$ cat config.mk
export PLATFORM = sky130hd
export DESIGN_NAME = weighted_credit_admission_top
export DESIGN_NICKNAME = d
export VERILOG_FILES = /design/src/hw/rtl/wca_pkg.sv /design/src/hw/rtl/wca_cell.sv /design/src/hw/rtl/wca_chain.sv /design/src/hw/rtl/weighted_credit_admission_top.sv
export SDC_FILE = /design/constraint.sdc
export NUM_CORES = 1
export LEC_CHECK = 0
export ABC_CLOCK_PERIOD_IN_PS = 7100
export BUFFER_PORTS_ARGS = -buffer_cell sky130_fd_sc_hd__buf_2
export CAP_MARGIN = 15
export CORE_AREA = 3 3 253 255
export CTS_CLUSTER_DIAMETER = 150
export DETAILED_ROUTE_END_ITERATION = 8
export DIE_AREA = 0 0 256 258
export PLACE_DENSITY_LB_ADDON = 0.1
export REMOVE_ABC_BUFFERS = 1
export SLEW_MARGIN = 20
export SYNTH_ARGS = -nofsm -noshare
export SYNTH_HDL_FRONTEND = slang
export SYNTH_HIERARCHICAL = 1
export SYNTH_SLANG_ARGS = --single-unit
$ cat constraint.sdc
create_clock -name clk -period 7.1 [get_ports clk]
set_clock_uncertainty 0.2 [all_clocks]
set_input_delay 0.355 -clock clk [delete_from_list [all_inputs] [get_ports clk]]
set_output_delay 0.355 -clock clk [all_outputs]
set_load 0.005 [all_outputs]
$ cat src/hw/rtl/wca_pkg.sv
package wca_pkg;

  localparam int HOLDERS_PER_CLASS = 16;

  localparam int ID_W   = 16;
  localparam int CRED_W = 8;
  localparam int CMD_W  = 3;
  localparam int APB_AW = 4;
  localparam int APB_DW = 32;

  // commands
  localparam logic [CMD_W-1:0] CMD_REQUEST = 3'd0;
  localparam logic [CMD_W-1:0] CMD_RELEASE = 3'd1;
  localparam logic [CMD_W-1:0] CMD_REVOKE  = 3'd2;
  localparam logic [CMD_W-1:0] CMD_RESET   = 3'd3;
  localparam logic [CMD_W-1:0] CMD_HALT    = 3'd4;

  // register indexes (byte address / 4)
  localparam logic [1:0] REG_CREDIT_LIMIT = 2'd0;
  localparam logic [1:0] REG_WEIGHT_A     = 2'd1;
  localparam logic [1:0] REG_WEIGHT_B     = 2'd2;

  // operations on a holder row
  localparam logic [2:0] CH_HOLD   = 3'd0;
  localparam logic [2:0] CH_APPEND = 3'd1;
  localparam logic [2:0] CH_REMOVE = 3'd2;
  localparam logic [2:0] CH_POP    = 3'd3;
  localparam logic [2:0] CH_CLEAR  = 3'd4;

  // operations on one slot
  localparam logic [1:0] CELL_HOLD  = 2'd0;
  localparam logic [1:0] CELL_LOAD  = 2'd1;
  localparam logic [1:0] CELL_TAKE  = 2'd2;
  localparam logic [1:0] CELL_CLEAR = 2'd3;

  typedef struct packed {
    logic [2:0]      op;
    logic [ID_W-1:0] key;
  } chain_ctl_t;

endpackage

$ cat src/hw/rtl/wca_cell.sv
module wca_cell (
  input  logic                      clk,
  input  logic                      rst,
  input  logic [1:0]                op,
  input  logic [wca_pkg::ID_W-1:0]  key,
  input  logic [wca_pkg::ID_W-1:0]  right_id,
  input  logic                      right_valid,
  output logic [wca_pkg::ID_W-1:0]  id,
  output logic                      valid,
  output logic                      hit
);

  always_ff @(posedge clk) begin
    if (rst) begin
      valid <= 1'b0;
    end else begin
      unique case (op)
        wca_pkg::CELL_LOAD:  valid <= 1'b1;
        wca_pkg::CELL_TAKE:  valid <= right_valid;
        wca_pkg::CELL_CLEAR: valid <= 1'b0;
        default:             valid <= valid;
      endcase
    end
  end

  always_ff @(posedge clk) begin
    unique case (op)
      wca_pkg::CELL_LOAD: id <= key;
      wca_pkg::CELL_TAKE: id <= right_id;
      default:            id <= id;
    endcase
  end

  assign hit = valid && (id == key);

endmodule

$ cat src/hw/rtl/wca_chain.sv
module wca_chain #(
  parameter int N = wca_pkg::HOLDERS_PER_CLASS
) (
  input  logic                         clk,
  input  logic                         rst,
  input  wca_pkg::chain_ctl_t          ctl,
  output logic [$clog2(N+1)-1:0]       count,
  output logic                         found,
  output logic [wca_pkg::ID_W-1:0]     head_id
);

  localparam int CW = $clog2(N+1);
  localparam int LG = $clog2(N);

  logic [wca_pkg::ID_W-1:0] id_arr [N];
  logic [N-1:0]             val_vec;
  logic [N-1:0]             hit_vec;
  logic [N-1:0]             hit_q;
  logic [N-1:0]             shift_mask;

  // holders stay packed in grant order; a removal closes the gap by
  // having every slot at or above the match take its right neighbor
  genvar k;
  for (k = 0; k < N; k++) begin : g_slot
    logic [wca_pkg::ID_W-1:0] r_id;
    logic                     r_valid;
    logic [1:0]               cop;
    if (k == N-1) begin : g_end
      assign r_id    = '0;
      assign r_valid = 1'b0;
    end else begin : g_mid
      assign r_id    = id_arr[k+1];
      assign r_valid = val_vec[k+1];
    end

    always_comb begin
      unique case (ctl.op)
        wca_pkg::CH_APPEND: cop = (count == CW'(k)) ? wca_pkg::CELL_LOAD
                                                     : wca_pkg::CELL_HOLD;
        wca_pkg::CH_REMOVE: cop = shift_mask[k] ? wca_pkg::CELL_TAKE
                                                 : wca_pkg::CELL_HOLD;
        wca_pkg::CH_POP:    cop = wca_pkg::CELL_TAKE;
        wca_pkg::CH_CLEAR:  cop = wca_pkg::CELL_CLEAR;
        default:            cop = wca_pkg::CELL_HOLD;
      endcase
    end

    wca_cell u_cell (
      .clk         (clk),
      .rst         (rst),
      .op          (cop),
      .key         (ctl.key),
      .right_id    (r_id),
      .right_valid (r_valid),
      .id          (id_arr[k]),
      .valid       (val_vec[k]),
      .hit         (hit_vec[k])
    );
  end

  // log-depth prefix OR of the registered match vector
  always_comb begin
    shift_mask = hit_q;
    for (int s = 0; s < LG; s++) begin
      shift_mask = shift_mask | (shift_mask << (1 << s));
    end
  end

  always_ff @(posedge clk) begin
    if (rst) begin
      hit_q <= '0;
      count <= '0;
    end else begin
      hit_q <= hit_vec;
      unique case (ctl.op)
        wca_pkg::CH_APPEND: count <= count + CW'(1);
        wca_pkg::CH_REMOVE: if (|hit_q) begin
          count <= count - CW'(1);
        end
        wca_pkg::CH_POP:    count <= count - CW'(1);
        wca_pkg::CH_CLEAR:  count <= '0;
        default:            count <= count;
      endcase
    end
  end

  assign found   = |hit_q;
  assign head_id = id_arr[0];

  a_count_range: assert property (@(posedge clk) disable iff (rst)
    count <= CW'(N)) else $error("holder count above table size");
  a_packed: assert property (@(posedge clk) disable iff (rst)
    $countones(val_vec) == int'(count)) else $error("valid slots not packed to count");
  a_pop_nonempty: assert property (@(posedge clk) disable iff (rst)
    ctl.op == wca_pkg::CH_POP |-> count != '0) else $error("pop of empty row");

endmodule

$ cat src/hw/rtl/weighted_credit_admission_top.sv
// Credit admission for two requester classes. A command is taken when start is
// high and busy is low; busy rises the cycle after and stays high until the
// last result is registered. Each result appears for one cycle with done high
// and cannot be held off, so the receiver must take it then; last marks the
// final result of a command. Request, release, halt, board reset and unused
// commands give one result, after a look-up state in which every holder slot
// compares its id in parallel and an update state, and the next command can be
// taken in the cycle that result is shown. Revoke-all with n holders passes
// through the same look-up and update states and then gives one notice per
// cycle; the holder rows shift one slot per notice. The user must write the
// configuration registers over the APB port only while busy is low; the block
// itself does not enforce this.
module weighted_credit_admission_top #(
  parameter int HOLDERS_PER_CLASS = wca_pkg::HOLDERS_PER_CLASS
) (
  input  logic                          clk,
  input  logic                          rst,
  // configuration
  input  logic                          psel,
  input  logic                          penable,
  input  logic                          pwrite,
  input  logic [wca_pkg::APB_AW-1:0]    paddr,
  input  logic [wca_pkg::APB_DW-1:0]    pwdata,
  output logic [wca_pkg::APB_DW-1:0]    prdata,
  output logic                          pready,
  // commands
  input  logic                          start,
  output logic                          busy,
  input  logic [wca_pkg::CMD_W-1:0]     cmd,
  input  logic [wca_pkg::ID_W-1:0]      requester_id,
  input  logic                          requester_class,
  input  logic                          halt_value,
  // results
  output logic                          done,
  output logic                          notice_valid,
  output logic [wca_pkg::ID_W-1:0]      holder_id,
  output logic                          holder_class,
  output logic                          granted,
  output logic                          halt_flag,
  output logic [wca_pkg::CRED_W-1:0]    credits_in_use,
  output logic                          last
);

  localparam int CW = $clog2(HOLDERS_PER_CLASS + 1);
  localparam int CRW = wca_pkg::CRED_W;

  localparam logic [1:0] ST_IDLE   = 2'd0;
  localparam logic [1:0] ST_LOOK   = 2'd1;
  localparam logic [1:0] ST_ACT    = 2'd2;
  localparam logic [1:0] ST_REVOKE = 2'd3;

  localparam logic [1:0] REG_SEL_LIMIT = wca_pkg::REG_CREDIT_LIMIT;
  localparam logic [1:0] REG_SEL_WA    = wca_pkg::REG_WEIGHT_A;
  localparam logic [1:0] REG_SEL_WB    = wca_pkg::REG_WEIGHT_B;

  function automatic logic [CRW-1:0] sat_sub(input logic [CRW-1:0] a,
                                            input logic [CRW-1:0] b);
    return (a > b) ? (a - b) : '0;
  endfunction

  logic [1:0]  state, state_next;
  logic [CRW-1:0] credit_limit, weight_a, weight_b;
  logic [CRW-1:0] used, used_next;
  logic           halt, halt_next;

  logic [wca_pkg::CMD_W-1:0] cmd_q;
  logic [wca_pkg::ID_W-1:0]  id_q;
  logic                      cls_q;
  logic                      hv_q;

  wca_pkg::chain_ctl_t ctl_a, ctl_b;
  logic [2:0]          op_a, op_b;
  logic [CW-1:0]       cnt_a, cnt_b;
  logic                found_a, found_b;
  logic [wca_pkg::ID_W-1:0] head_a, head_b;

  logic                      res_fire, res_notice, res_cls, res_grant, res_last;
  logic [wca_pkg::ID_W-1:0]  res_id;

  logic [CRW-1:0] w_sel;
  logic [CW-1:0]  cnt_sel;
  logic           found_sel, fits;
  logic [CW:0]    remaining;

  // APB
  logic wr_en;
  assign wr_en  = psel && penable && pwrite;
  assign pready = 1'b1;

  always_comb begin
    unique case (paddr[3:2])
      REG_SEL_LIMIT: prdata = {{(wca_pkg::APB_DW-CRW){1'b0}}, credit_limit};
      REG_SEL_WA:    prdata = {{(wca_pkg::APB_DW-CRW){1'b0}}, weight_a};
      REG_SEL_WB:    prdata = {{(wca_pkg::APB_DW-CRW){1'b0}}, weight_b};
      default:       prdata = '0;
    endcase
  end

  always_ff @(posedge clk) begin
    if (rst) begin
      credit_limit <= '0;
      weight_a     <= '0;
      weight_b     <= '0;
    end else if (wr_en) begin
      unique case (paddr[3:2])
        REG_SEL_LIMIT: credit_limit <= pwdata[CRW-1:0];
        REG_SEL_WA:    weight_a     <= pwdata[CRW-1:0];
        REG_SEL_WB:    weight_b     <= pwdata[CRW-1:0];
        default:       ;
      endcase
    end
  end

  // holder rows
  assign ctl_a.op  = op_a;
  assign ctl_a.key = id_q;
  assign ctl_b.op  = op_b;
  assign ctl_b.key = id_q;

  wca_chain #(.N(HOLDERS_PER_CLASS)) u_chain_a (
    .clk     (clk),
    .rst     (rst),
    .ctl     (ctl_a),
    .count   (cnt_a),
    .found   (found_a),
    .head_id (head_a)
  );

  wca_chain #(.N(HOLDERS_PER_CLASS)) u_chain_b (
    .clk     (clk),
    .rst     (rst),
    .ctl     (ctl_b),
    .count   (cnt_b),
    .found   (found_b),
    .head_id (head_b)
  );

  assign busy      = (state != ST_IDLE);
  assign w_sel     = cls_q ? weight_b : weight_a;
  assign cnt_sel   = cls_q ? cnt_b : cnt_a;
  assign found_sel = cls_q ? found_b : found_a;
  assign fits      = (used <= credit_limit) && ((credit_limit - used) >= w_sel)
                     && (cnt_sel < CW'(HOLDERS_PER_CLASS));
  assign remaining = {1'b0, cnt_a} + {1'b0, cnt_b};

  always_comb begin
    state_next = state;
    used_next  = used;
    halt_next  = halt;
    op_a       = wca_pkg::CH_HOLD;
    op_b       = wca_pkg::CH_HOLD;
    res_fire   = 1'b0;
    res_notice = 1'b0;
    res_id     = '0;
    res_cls    = 1'b0;
    res_grant  = 1'b0;
    res_last   = 1'b1;
    unique case (state)
      ST_IDLE: begin
        if (start) begin
          state_next = ST_LOOK;
        end
      end
      ST_LOOK: state_next = ST_ACT;
      ST_ACT: begin
        res_fire   = 1'b1;
        state_next = ST_IDLE;
        unique case (cmd_q)
          wca_pkg::CMD_REQUEST: begin
            res_notice = 1'b1;
            res_id     = id_q;
            res_cls    = cls_q;
            if (found_sel) begin
              res_grant = 1'b1;
            end else if (fits) begin
              res_grant = 1'b1;
              used_next = used + w_sel;
              if (cls_q) begin
                op_b = wca_pkg::CH_APPEND;
              end else begin
                op_a = wca_pkg::CH_APPEND;
              end
            end
          end
          wca_pkg::CMD_RELEASE: begin
            if (found_sel) begin
              used_next = sat_sub(used, w_sel);
              if (cls_q) begin
                op_b = wca_pkg::CH_REMOVE;
              end else begin
                op_a = wca_pkg::CH_REMOVE;
              end
            end
          end
          wca_pkg::CMD_REVOKE: begin
            if (remaining != '0) begin
              res_fire   = 1'b0;
              state_next = ST_REVOKE;
            end
          end
          wca_pkg::CMD_RESET: begin
            op_a      = wca_pkg::CH_CLEAR;
            op_b      = wca_pkg::CH_CLEAR;
            used_next = '0;
            halt_next = 1'b0;
          end
          wca_pkg::CMD_HALT: halt_next = hv_q;
          default: ;
        endcase
      end
      ST_REVOKE: begin
        // class A holders first, then class B, each in grant order
        res_fire   = 1'b1;
        res_notice = 1'b1;
        res_last   = (remaining == (CW+1)'(1));
        if (cnt_a != '0) begin
          op_a      = wca_pkg::CH_POP;
          res_id    = head_a;
          res_cls   = 1'b0;
          used_next = sat_sub(used, weight_a);
        end else begin
          op_b      = wca_pkg::CH_POP;
          res_id    = head_b;
          res_cls   = 1'b1;
          used_next = sat_sub(used, weight_b);
        end
        if (res_last) begin
          state_next = ST_IDLE;
        end
      end
      default: state_next = ST_IDLE;
    endcase
  end

  always_ff @(posedge clk) begin
    if (rst) begin
      state <= ST_IDLE;
      used  <= '0;
      halt  <= 1'b0;
      done  <= 1'b0;
    end else begin
      state <= state_next;
      used  <= used_next;
      halt  <= halt_next;
      done  <= res_fire;
    end
  end

  always_ff @(posedge clk) begin
    if (state == ST_IDLE && start) begin
      cmd_q <= cmd;
      id_q  <= requester_id;
      cls_q <= requester_class;
      hv_q  <= halt_value;
    end
    if (res_fire) begin
      notice_valid   <= res_notice;
      holder_id      <= res_id;
      holder_class   <= res_cls;
      granted        <= res_grant;
      halt_flag      <= halt_next;
      credits_in_use <= used_next;
      last           <= res_last;
    end
  end

  a_busy_after_accept: assert property (@(posedge clk) disable iff (rst)
    start && !busy |=> busy) else $error("command taken but block not busy");
  a_revoke_stream: assert property (@(posedge clk) disable iff (rst)
    done && !last |=> done) else $error("gap inside revoke notice stream");
  a_status_single: assert property (@(posedge clk) disable iff (rst)
    done && !notice_valid |-> last) else $error("status result not final");
  a_result_only_busy: assert property (@(posedge clk) disable iff (rst)
    done && !last |-> busy) else $error("more notices pending while idle");

endmodule

* Word-level counts from Yosys, hierarchy flattened
Index checks and enable logic that the tools add are counted.
Storage, ports and cells: flip-flop bits (word level) 672, input bits 63, output and inout bits 64, logic and storage cells 625
Operators by class: add/sub/neg operators 10, magnitude comparators 6, equality and inequality tests 180, multiplexer cells 213, bitwise operators 8, reductions and logical operators 122
Operators with widths (number):
- $pmux W16 S2 | 33
- $eq A16 B16 Y1 | 32
- $pmux W2 S4 | 33
- $eq A2 B2 Y1 const B | 67
- $or A16 B16 Y16 | 8
- $pmux W1 S3 | 30
- $reduce_bool A3 Y1 | 30
- $mux W2 | 42
- $eq A5 B4 Y1 const B | 16
- $reduce_bool A2 Y1 | 35
- $eq A2 B1 Y1 const B | 34
- $mux W8 | 8
- $pmux W8 S3 | 2
- $mux W1 | 47
- $eq A5 B3 Y1 const B | 8
- $pmux W5 S4 | 2
- $logic_and A1 B1 Y1 | 37
- $mux W16 | 2
- $reduce_or A16 Y1 | 2
- $sub A8 B8 Y8 | 4
- $gt A8 B8 Y1 | 3
- $eq A5 B2 Y1 const B | 4
- $eq A3 B2 Y1 const B | 6
- $pmux W3 S3 | 2
- other kinds (24) | 52

* Longest topological paths before layout
Gate-level depths: netlist of run 1.
depth after elaboration 13, gate-level depth with buffers 28, depth with buffers taken out 25

* Cells and area by module
The synthesis of run 1 kept the hierarchy.
Modules (own cells, without submodules):
- wca_cell | times used 32, cells each 66, area each 939.7 um^2, seq. area each 500.5 um^2
- weighted_credit_admission_top | times used 1, cells each 696, area each 6232.2 um^2, seq. area each 2222.1 um^2
- wca_chain | times used 2, cells each 172, area each 1337.5 um^2, seq. area each 420.4 um^2

* Least setup slack after synthesis of run 1
No wires, ideal clock.
path kind register to register, start point reg used[1], end point reg u_chain_b/g_slot[0].u_cell/id[10] (netlist bit), data pin, setup time 0.264 ns, arrival 5.284 ns, required time 6.636 ns, setup slack 1.352 ns, cell stages (with the launch flop) 26, buffers on the path 4, clock period less this slack 5.748 ns, path through dfxtp_1 -> inv_1 -> ha_1 -> a21o_1 -> a21o_1 -> a21oi_1 -> o21bai_1 -> a31oi_1 -> xnor2_1 -> ha_1 -> nand2_1 -> nor3_1 -> a21oi_1 -> or3_1 -> clkbuf_1 -> o21ai_0 -> clkbuf_1 -> and2b_1 -> nor3b_1 -> nand2_1 -> o21ai_0 -> inv_1 -> ha_1 -> buf_2 -> buf_2 -> mux2_2
Between the ends: cells in the longest elaborated chain, start to end 12, elaborated cells between the ends (all ways) 17, classes of those cells add/sub: 1; order compare: 2; eq/ne: 6; mux: 6; reduce/logical: 2
Ends and longest elaborated chain:
- start, declared | RTL line weighted_credit_admission_top.sv:63 | logic [CRW-1:0] used, used_next;
- start signal, assigned | RTL line weighted_credit_admission_top.sv:243 | used <= used_next;
- $sub A8 B8 Y8 | RTL line weighted_credit_admission_top.sv:142 | assign fits = (used <= credit_limit) && ((credit_limit - used) >= w_sel)
- $ge A8 B8 Y1 | RTL line weighted_credit_admission_top.sv:142
- $logic_and A1 B1 Y1 (*) | RTL line weighted_credit_admission_top.sv:142
- $logic_and A1 B1 Y1 (*) | RTL line weighted_credit_admission_top.sv:143 | && (cnt_sel < CW'(HOLDERS_PER_CLASS));
- $mux W1 (*) | RTL line weighted_credit_admission_top.sv:175 | end else if (fits) begin
- $mux W1 (*) | RTL line weighted_credit_admission_top.sv:173 | if (found_sel) begin
- $pmux W3 S3 (*) | RTL line weighted_credit_admission_top.sv:168 | unique case (cmd_q)
- $pmux W3 S2 (*) | RTL line weighted_credit_admission_top.sv:158 | unique case (state)
- via op_b[0] | RTL line weighted_credit_admission_top.sv:72 | logic [2:0] op_a, op_b;
- $eq A3 B3 Y1 (tied with other cells) | RTL line wca_chain.sv:37 | unique case (ctl.op)
- $pmux W2 S4 (*) | RTL line wca_chain.sv:37
- via u_chain_b.g_slot[0].cop[0] | RTL line wca_chain.sv:27 | logic [1:0] cop;
- $eq A2 B2 Y1 / $eq A2 B1 Y1 (equally long branches) | RTL line wca_cell.sv:27 | unique case (op)
- $pmux W16 S2 (*) | RTL line wca_cell.sv:27
- end signal, assigned | RTL line wca_cell.sv:28 | wca_pkg::CELL_LOAD: id <= key;
- end signal, assigned | RTL line wca_cell.sv:29 | wca_pkg::CELL_TAKE: id <= right_id;
- end signal, assigned | RTL line wca_cell.sv:30 | default: id <= id;
- end, declared | RTL line wca_cell.sv:8 | output logic [wca_pkg::ID_W-1:0] id,
Mark *: on every way through the listed nets, which the timed path passes. The rest lies on a longest branch. A chain may end at the register's enable or synchronous reset.

* Worst setup path in the final report of run 1
start point reg used[0], end point reg u_chain_a/g_slot[0].u_cell/id[6] (netlist bit), data pin
Between the ends: cells in the longest elaborated chain, start to end 12, elaborated cells between the ends (all ways) 17, classes of those cells add/sub: 1; order compare: 2; eq/ne: 6; mux: 6; reduce/logical: 2
Ends and longest elaborated chain (RTL line):
- $sub A8 B8 Y8 | weighted_credit_admission_top.sv:142
- $ge A8 B8 Y1 | weighted_credit_admission_top.sv:142
- $logic_and A1 B1 Y1 (*) | weighted_credit_admission_top.sv:142
- $logic_and A1 B1 Y1 (*) | weighted_credit_admission_top.sv:143
- $mux W1 (*) | weighted_credit_admission_top.sv:175
- $mux W1 (*) | weighted_credit_admission_top.sv:173
- $pmux W3 S3 (*) | weighted_credit_admission_top.sv:168
- $pmux W3 S2 (*) | weighted_credit_admission_top.sv:158
- via op_a[0] | weighted_credit_admission_top.sv:72
- $eq A3 B3 Y1 (tied with other cells) | wca_chain.sv:37
- $pmux W2 S4 (*) | wca_chain.sv:37
- via u_chain_a.g_slot[0].cop[0] | wca_chain.sv:27
- $eq A2 B2 Y1 / $eq A2 B1 Y1 (equally long branches) | wca_cell.sv:27
- $pmux W16 S2 (*) | wca_cell.sv:27
- end signal, assigned | wca_cell.sv:28
- end signal, assigned | wca_cell.sv:29
- end signal, assigned | wca_cell.sv:30
- end, declared | wca_cell.sv:8
Marked as above.

==> results of run 1 <==
-- timing repair --
item	4_1_cts	5_1_grt
endpoints found under the hold margin	46	0
resized for setup	0	0
endpoints found under the setup margin	0	0
hold buffers	31	0
-- power breakdown --
group | leakage, nW | switching [mW] | internal [mW]
registers | 5.99 | 0.0823 | 4.45
logic | 7.76 | 0.686 | 0.528
clock network | 1.15 | 1.55 | 2.16
total | 14.9 | 2.32 | 7.14
-- worst register-to-register path, cell delays in order, from the launching register on --
cell      delay [ns]
dfxtp_1         0.40
ha_1            0.17
inv_1           0.06
fa_1            0.40
a21o_1          0.21
a21oi_1         0.22
o21bai_1        0.09
a21oi_1         0.18
xnor2_1         0.09
ha_1            0.27
nand2_1         0.06
nor3_1          0.21
a21oi_1         0.17
nor3_1          0.45
a41o_1          0.57
and2b_1         0.32
nor3b_1         0.43
nand2_1         0.26
o21ai_0         0.64
inv_1           0.16
ha_1            0.48
mux2_2          0.39
-- cell type report --
cell class,count,area share
Timing Repair Buffer,168,0.0268
Sequential cell,672,0.443
Clock buffer,103,0.0474
Clock inverter,32,0.00669
Inverter,132,0.0115
Multi-Input combinational cell,2265,0.440
Tap cell,837,0.0243
-- cells by family after synthesis --
| group | Yosys count | synth area share |
|---|---|---|
| flops | 672 | 0.489 |
| simple gates | 616 | 0.0885 |
| mux | 576 | 0.164 |
| xor+xnor | 536 | 0.120 |
| compound gates | 310 | 0.0509 |
| buf+inv | 270 | 0.0307 |
| fa+ha+maj | 168 | 0.0551 |
| other cells | 4 | 0.000385 |
-- cell usage after synthesis, drive strengths merged (12+ instances only) --
| cell type | n | area share |
|---|---|---|
| a211oi | 17 | 0.0042 |
| a21o | 14 | 0.0027 |
| a21oi | 51 | 0.0065 |
| a22oi | 19 | 0.0037 |
| buf | 101 | 0.014 |
| clkbuf | 37 | 0.0036 |
| dfxtp | 110 | 0.056 |
| edfxtp | 562 | 0.43 |
| ha | 162 | 0.052 |
| inv | 132 | 0.013 |
| mux2 | 515 | 0.15 |
| mux2i | 61 | 0.016 |
| nand2 | 175 | 0.017 |
| nand2b | 12 | 0.0019 |
| nand3 | 23 | 0.0030 |
| nand4 | 103 | 0.017 |
| nor2 | 98 | 0.0096 |
| nor2b | 45 | 0.0072 |
| nor3 | 27 | 0.0040 |
| nor4 | 75 | 0.017 |
| o21ai | 135 | 0.018 |
| xnor2 | 397 | 0.089 |
| xor2 | 139 | 0.031 |
-- routing by layer --
| layer | up-vias | part of all wire | GRT usage |
|---|---|---|---|
| met5 | - | 0.00012 | 0 |
| met4 | 2 | 0.027 | 0.0800 |
| met3 | 152 | 0.061 | 0.0468 |
| met2 | 731 | 0.46 | 0.440 |
| met1 | 12300 | 0.45 | 0.389 |
| li1 | 11800 | - | - |
-- through the flow --
step                      instance area [um^2]  hold slack [ns]  cells  utilization
after floorplan                          38500            0.220   3069            -
after global placement                   40400            0.290   4043        0.653
after detailed placement                 40400            0.306   4043        0.653
after CTS                                43000           0.0900   4209        0.696
after global routing                     43000            0.155   4209        0.696
final                                    43000            0.145   4209        0.696
-- sequential cells by signal, indices dropped and copies added, names as in the netlist, 2 cells and up --
name	count
id_q	16
state	2
u_chain_a/hit_q	16
credits_in_use	8
u_chain_b/hit_q	16
used	8
weight_a	8
u_chain_a/count	5
cmd_q	3
u_chain_a/g_slot.u_cell/valid	16
u_chain_b/g_slot.u_cell/id	256
u_chain_a/g_slot.u_cell/id	256
u_chain_b/count	5
weight_b	8
holder_id	16
u_chain_b/g_slot.u_cell/valid	16
credit_limit	8
-- how the worst max path moves through the flow --
| stage | from | end | depth (start not counted) |
|---|---|---|---|
| 6_report | used[0] | u_chain_a/g_slot[0].u_cell/id[6] | 21 |
| 5_1_grt | used[0] | u_chain_a/g_slot[0].u_cell/valid | 24 |
| 4_1_cts | used[0] | u_chain_b/g_slot[13].u_cell/id[1] | 21 |
| 3_5_place_dp | used[0] | u_chain_b/g_slot[13].u_cell/id[11] | 21 |
| 3_3_place_gp | used[0] | u_chain_a/g_slot[0].u_cell/id[6] | 21 |
| 2_1_floorplan | used[1] | u_chain_b/g_slot[12].u_cell/id[0] | 21 |
==> impl_metrics.ini, run 1 <==
[worst_setup_path]
cp.arrival_ns = 6.84
reg2reg_from = used[0]
regToRegEndpoint = u_chain_a/g_slot[0].u_cell/id[6]
cp.buffers_inverters = 2
cp_data_required_time_ns = 7.26
r2r_slack_ns = 0.42
critPathTopFamily = compound AO/OA/AOI/OAI gates
path_class = flip-flop to flip-flop
cp-start-kind = flip-flop
critPathMaxFanout = 18
reg2reg_depth = 21
slowest_delay_ns = 0.64
cp-end-kind = flip-flop
cp_cell_sequence = ha_1, inv_1, fa_1, a21o_1, a21oi_1, o21bai_1, a21oi_1, xnor2_1, ha_1, nand2_1, nor3_1, a21oi_1, nor3_1, a41o_1, and2b_1, nor3b_1, nand2_1, o21ai_0, inv_1, ha_1, mux2_2
worst_path_max_delay_cell = o21ai_0

[clocking]
cts.htree.levels = 3
post_cts_buffers = 0
cts_tree = built
cts_num_sinks = 672
cts_buffers = 73
cts_buffer_depth = 3
clock_latency_ns = 0.62
cts_root_buf = clkbuf_16
cts.clk_slew.worst_paths_ns = 0.07

[min_path]
hold_depth = 5
worstHoldPathType = input pin to flip-flop
hold_path_end = weight_a[5]
hp-start = penable

[finish]
register_area_um2 = 19100
syn2layout_area_growth_pct = 10.4
multi_input_area_um2 = 18900
num-nets-final = 3543
final_common_cell = edfxtp_1
diodes = 0
drive_above_1_share = 0.243
n_fill_cell = 4489
final_cell_mix = edfxtp_1 (562), mux2_2 (515), xnor2_1 (397)

[synth]
ys_ff_latch = 672
async_flop_share = 0
yosysWarnings = 6
seq_area_frac_synth = 0.489
synth_edf_count = 562
synthFlopType = edfxtp_1
synth_area_um2 = 39000
ys_types = 75
postSynthCellCount = 3152
synth.avg_cell_area_um2 = 12.4

[power]
peakVddDrop_v = 0.000182
finalPower_mw = 9.45
p_per_area_nw_per_um2 = 220
leakage_nw = 14.9

[job]
drv_cap = 0

[sta]
worst_pin_slew_ns = 0.973
final-max-slew-violation-count = 0
fin_crit_ns = 6.68
fin_ws_ns = 0.416
fmax_mhz = 150
finalSetupTns_ns = 0
final-setup-viol-count = 0
final_hold_viol_count = 0
rsz0062_at_grt = no
fin_crit_sh = 0.941
relSlewSlack = 0.351

[placed_design]
globalplace.congestion = 0.884
place_ws_ns = 0.690
io_buffers = 75
dp_hpwl_mm = 61.6

[floorplanning]
core.rowCount = 91
io_pins = 127
fp.coreArea_um2 = 61800
fp.dieH_um = 258
initial_core_util = 0.630
dieArea_um2 = 66000
fp.dieW_um = 256

[grt]
antenna_found_initial = 2
grt_pass1_vias = 25700
overflow = 0
grt_max_degree = 77
grt_pass1_wl_mm = 144
grtUsageTotal = 0.275

[route]
route.vias.total = 25000
wl_per_cell_um = 21.5
drc = 0
drt_iter0_drc = 2030
wl_mm = 90.6
viasPerCell = 5.93
dr.pass1.iters = 7
ant_nets = 0

[outcome]
status = finished, final reports clean
Power figures use the tool's default switching activity.
==> run 2: changes to the inputs <==
--- a/config.mk
+++ b/config.mk
@@ -7,10 +7,10 @@
 export LEC_CHECK = 0
 export ABC_CLOCK_PERIOD_IN_PS = 7100
-export BUFFER_PORTS_ARGS = -buffer_cell sky130_fd_sc_hd__buf_2
 export CAP_MARGIN = 15
-export CORE_AREA = 3 3 253 255
+export CORE_AREA = 3 3 289 291
 export CTS_CLUSTER_DIAMETER = 150
 export DETAILED_ROUTE_END_ITERATION = 8
-export DIE_AREA = 0 0 256 258
+export DIE_AREA = 0 0 292 294
+export DONT_BUFFER_PORTS = 1
 export PLACE_DENSITY_LB_ADDON = 0.1
 export REMOVE_ABC_BUFFERS = 1
==> constraint.sdc (replaced) <==
create_clock -name clk -period 7.1 [get_ports clk]
set_clock_uncertainty 0.2 [all_clocks]
set_input_delay 0 -clock clk [delete_from_list [all_inputs] [get_ports clk]]
set_output_delay 0 -clock clk [all_outputs]
set_load 0.005 [all_outputs]
==> run 2 against run 1 <==
Flip-flop and latch count unchanged; fmax up 1.4%; critical path depth up 1; non-clock buffer count down 41; power up 1.1%; global-route usage down 5.8 points; sequential share of layout area down 0.41 points; count of clock-buffer cells in the layout down 2; die area up 30%; combinational power down 3%; final cell count up 4.4%; first-iteration DRC count down 22%; largest power group unchanged.
==> impl_metrics.ini, run 2 (synthesized netlist as in run 1, its figures left out) <==
[grt]
grt_pass1_wl_mm = 147
overflow = 0
grtUsageTotal = 0.218
grt_pass1_vias = 25000
antenna_found_initial = 0
grt_max_degree = 110

[job]
drv_cap = 0

[floorplanning]
io_pins = 127
initial_core_util = 0.482
fp.dieH_um = 294
fp.coreArea_um2 = 80800
dieArea_um2 = 85800
core.rowCount = 104
fp.dieW_um = 292

[worst_setup_path]
cp.arrival_ns = 6.74
cp-end-kind = flip-flop
cp_data_required_time_ns = 7.25
worst_path_max_delay_cell = o21ai_0
path_depth = 22
reg2reg_from = credit_limit[0]
critPathTopFamily = compound AO/OA/AOI/OAI gates
cp-start-kind = flip-flop
slowest_delay_ns = 0.58
crit_start = credit_limit[0]
cp.buffers_inverters = 3
reg2reg_depth = 22
critPathMaxFanout = 18
path_class = flip-flop to flip-flop
cp_cell_sequence = inv_1, ha_1, inv_1, fa_1, a21o_1, a21oi_1, o21bai_1, a21oi_1, xnor2_1, ha_1, nand2_1, nor3_1, a21oi_1, or3_1, o21ai_1, and2b_1, nor3b_1, nand2_1, o21ai_0, inv_1, ha_1, mux2_2

[power]
p_per_area_nw_per_um2 = 220
finalPower_mw = 9.56
leakage_nw = 14.7
peakVddDrop_v = 0.000158

[finish]
n_fill_cell = 6736
final_area_um2 = 43400
register_area_um2 = 19100
drive_above_1_share = 0.220
diodes = 0
syn2layout_area_growth_pct = 11.4
multi_input_area_um2 = 18900
stdcell_count = 4394
num-nets-final = 3504
final_cell_mix = edfxtp_1 (562), mux2_2 (515), xnor2_1 (397)
final_util = 0.537
final_common_cell = edfxtp_1
top_regs = u_chain_a/g_slot.u_cell/id x256, u_chain_b/g_slot.u_cell/id x256

[sta]
final-max-slew-violation-count = 0
fin_crit_sh = 0.928
fin_crit_ns = 6.59
final_hold_viol_count = 0
finalSetupTns_ns = 0
fmax_mhz = 152
worst_pin_slew_ns = 1.01
relSlewSlack = 0.328
final-setup-viol-count = 0
rsz0062_at_grt = no

[route]
met1Wirelength_mm = 43.7
wl_met3_mm = 5.19
ant_nets = 0
drt_iter0_drc = 1591
route.vias.total = 24600
wl_met2_mm = 42.4
wl_per_cell_um = 21.3
drc = 0
wl_mm = 93.5
dr.pass1.iters = 5
viasPerCell = 5.59
top_layer = met4

[clocking]
post_cts_buffers = 0
cts_tree = built
cts_buffer_depth = 3
clock_latency_ns = 0.61
cts.htree.levels = 3
cts_num_sinks = 672
cts_root_buf = clkbuf_16
cts.clk_slew.worst_paths_ns = 0.06
cts_buffers = 75

[min_path]
worstHoldPathType = input pin to output pin
hold_depth = 2
hp-start = paddr[2]

[placed_design]
place_area_um2 = 40200
dp_cells = 4174
dp_hpwl_mm = 63.0
globalplace.congestion = 0.880
io_buffers = 0

[outcome]
status = finished, final reports clean
-- run 2: cell count changes in the layout (fill, tap and decap cells not counted), moves of 2 or more --
cell	change
buf_2	-74
buf_4	-19
bufinv_16	+2
clkbuf_8	-2
clkinv_2	-2
clkinvlp_4	+3
dlygate4sd3_1	+50
-- run 2: area by class of cell --
type / instances / share of cell area
Inverter: 132 / 0.0114
Tap cell: 1060 / 0.0305
Sequential cell: 672 / 0.439
Clock buffer: 101 / 0.0469
Clock inverter: 37 / 0.00876
Timing Repair Buffer: 127 / 0.0274
Multi-Input combinational cell: 2265 / 0.436
-- run 2: where the power goes --
group	internal [mW]	total [mW]	switching, mW	leakage, nW
combinational	0.525	1.17	0.646	7.57
sequential	4.45	4.56	0.111	5.99
clock	2.24	3.82	1.58	1.17
total	7.22	9.56	2.34	14.7
-- run 2: routing by layer --
layer  up-vias  track usage
li1      11700            -
met1     12000        0.308
met3       124       0.0336
met5         -            0
met2       673        0.348
met4         0       0.0634
-- run 2: path summary, 6_finish.rpt --
path | end | slack, ns
worst max-delay path | u_chain_b/g_slot[13].u_cell/id[11] | 0.51
worst min-delay path | prdata[7] | 0.03
worst max register to register | u_chain_b/g_slot[13].u_cell/id[11] | 0.51
worst min register to register | u_chain_b/g_slot[0].u_cell/valid | 0.31
-- run 2: timing repair --
item | CTS | global route
endpoints found under the setup margin | 0 | 1
hold endpoints to repair | 160 | 0
hold buffers | 82 | 0
gates resized for setup | 0 | 2
-- run 2: stage by stage --
stage          hold WS, ns  setup WS, ns
5_1_grt             0.0539         0.196
3_3_place_gp        -0.101         0.712
6_report            0.0299         0.512
4_1_cts             0.0324         0.361
3_5_place_dp        -0.105         0.627
2_1_floorplan       -0.135          1.28
==> run 3: changes to the inputs <==
Settings changed: CORE_AREA 3 3 289 291 to 3 3 399 401, DIE_AREA 0 0 292 294 to 0 0 402 404, PLACE_DENSITY set to 0.34, PLACE_DENSITY_LB_ADDON 0.1 to unset.
==> run 3 against run 2 <==
Sequential power about the same; first-iteration DRC count is 19% lower; routed wire length increased by 22%; fmax up 4.8%; largest cell class unchanged; final area up 4.9%.
==> impl_metrics.ini, run 3 (synthesized netlist as in run 1, its figures left out) <==
[outcome]
status = finished, final reports clean

[route]
drc = 0
wl_per_cell_um = 20.8
route.vias.total = 24600
ant_nets = 0
wl_mm = 114
dr.pass1.iters = 5
drt_iter0_drc = 1284
viasPerCell = 4.49

[sta]
finalSetupTns_ns = 0
fin_crit_sh = 0.886
relSlewSlack = 0.386
final-max-slew-violation-count = 0
worst_pin_slew_ns = 0.897
fin_crit_ns = 6.29
final-setup-viol-count = 0
fmax_mhz = 159
final_hold_viol_count = 0
rsz0062_at_grt = no

[floorplanning]
initial_core_util = 0.250
fp.dieW_um = 402
dieArea_um2 = 162000
fp.coreArea_um2 = 156000
fp.dieH_um = 404
io_pins = 127
core.rowCount = 145

[worst_setup_path]
cp-end-kind = flip-flop
path_class = flip-flop to flip-flop
reg2reg_from = credit_limit[0]
cp_cell_sequence = inv_1, ha_1, inv_1, fa_1, a21o_1, a21oi_1, o21bai_1, a21oi_1, xnor2_1, ha_1, nand2_1, nor3_1, a21oi_1, or3_1, o21ai_1, buf_4, and2b_1, nor3b_1, nand2_1, o21ai_0, inv_1, ha_1, mux2_2
worst_path_max_delay_cell = ha_1
reg2reg_depth = 23
crit_start = credit_limit[0]
cp.arrival_ns = 6.50
r2r_slack_ns = 0.81
cp-start-kind = flip-flop
slowest_delay_ns = 0.51
critPathMaxFanout = 18
regToRegEndpoint = u_chain_b/g_slot[8].u_cell/id[2]
cp_data_required_time_ns = 7.31
worstSetupEndpoint = u_chain_b/g_slot[8].u_cell/id[2]

[clocking]
cts_buffer_depth = 3
cts_buffers = 89
cts.clk_slew.worst_paths_ns = 0.06
clock_latency_ns = 0.68
cts_resized = 0
cts.htree.levels = 3
cts_tree = built
cts_num_sinks = 672
cts_root_buf = clkbuf_16

[power]
p_comb_frac = 0.120
peakVddDrop_v = 0.000153
seqPwrFrac = 0.442
swShare = 0.256
p_int_mw = 7.66
leakage_nw = 15.2
p_per_area_nw_per_um2 = 226
switching_power_mw = 2.63
p_clk_frac = 0.438

[finish]
n_fill_cell = 15900
final_common_cell = edfxtp_1
multi_input_area_um2 = 18900
top_regs = u_chain_a/g_slot.u_cell/id x256, u_chain_b/g_slot.u_cell/id x256
register_area_um2 = 19100
num-nets-final = 3563
final_cell_mix = edfxtp_1 (562), mux2_2 (515), xnor2_1 (397)
syn2layout_area_growth_pct = 16.8
drive_above_1_share = 0.235
stdcell_count = 5464

[grt]
antenna_found_initial = 1
overflow = 0
grt_pass1_vias = 26700
grtUsageTotal = 0.140
grt_pass1_wl_mm = 173
grt_max_degree = 110

[placed_design]
dp_cells = 5214
dp_hpwl_mm = 81.1
globalplace.congestion = 0.796
io_buffers = 0

[job]
drv_cap = 0

[min_path]
worstHoldPathType = input pin to output pin
## run 3: worst min-delay path by stage
stage | start | endpoint | depth (start not counted)
after floorplan | rst | u_chain_a/count[4] | 1
after global placement | rst | weight_b[7] | 1
after detailed placement | rst | weight_b[7] | 1
after CTS | paddr[2] | prdata[7] | 2
after global routing | paddr[2] | prdata[7] | 2
final | paddr[2] | prdata[7] | 2
## run 3: layout make-up
cell class | count | area share
flip-flops and latches | 672 | 0.419
clock buffers | 108 | 0.0521
multi-input cells | 2265 | 0.415
well taps | 2058 | 0.0565
clock inverters | 56 | 0.0117
repair buffers | 172 | 0.0342
diodes | 1 | 0.0000550
inverters | 132 | 0.0109
## run 3: power groups by stage
stage | Sequential, mW | Clock [mW] | Combinational (mW)
6_report | 4.55 | 4.51 | 1.24
5_1_grt | 4.56 | 4.87 | 1.37
4_1_cts | 4.55 | 4.72 | 1.27
3_5_place_dp | 4.63 | 0 | 1.21
3_3_place_gp | 4.63 | 0 | 1.20
2_1_floorplan | 4.70 | 0 | 0.770
## run 3: through the flow
step	instance area [um^2]	hold slack, ns	setup slack (ns)	utilization	total power, mW
final	45500	0.0514	0.812	0.292	10.3
after global routing	45500	0.0674	0.221	0.292	10.8
after CTS	45500	0.0419	0.652	0.292	10.5
after detailed placement	41800	-0.104	0.695	0.268	5.83
after global placement	41800	-0.111	0.632	0.268	5.83
after floorplan	38500	-0.135	1.28	-	5.47
## run 3: metal layers
layer  part of all wire  track usage
met1               0.46        0.182
met2               0.49        0.241
met3              0.030       0.0190
met4              0.023       0.0431
met5                  0            0
## run 3: worst max-delay path: cells and delay by family, from the launching register on
family                     cells  cell delay, ns
AOI/OAI and AO/OA              7            1.51
muxes                          1            0.42
DFF                            1            0.33
and+or+nand+nor                6            1.67
buffers and inverters          4            0.48
adders and majority gates      4            1.31
xor gates and xnor gates       1            0.09
## run 3: what timing repair did
| item | 4_1_cts | 5_1_grt |
|---|---|---|
| setup buffers | 0 | 0 |
| hold buffers | 85 | 0 |
| hold endpoints to repair | 160 | 0 |
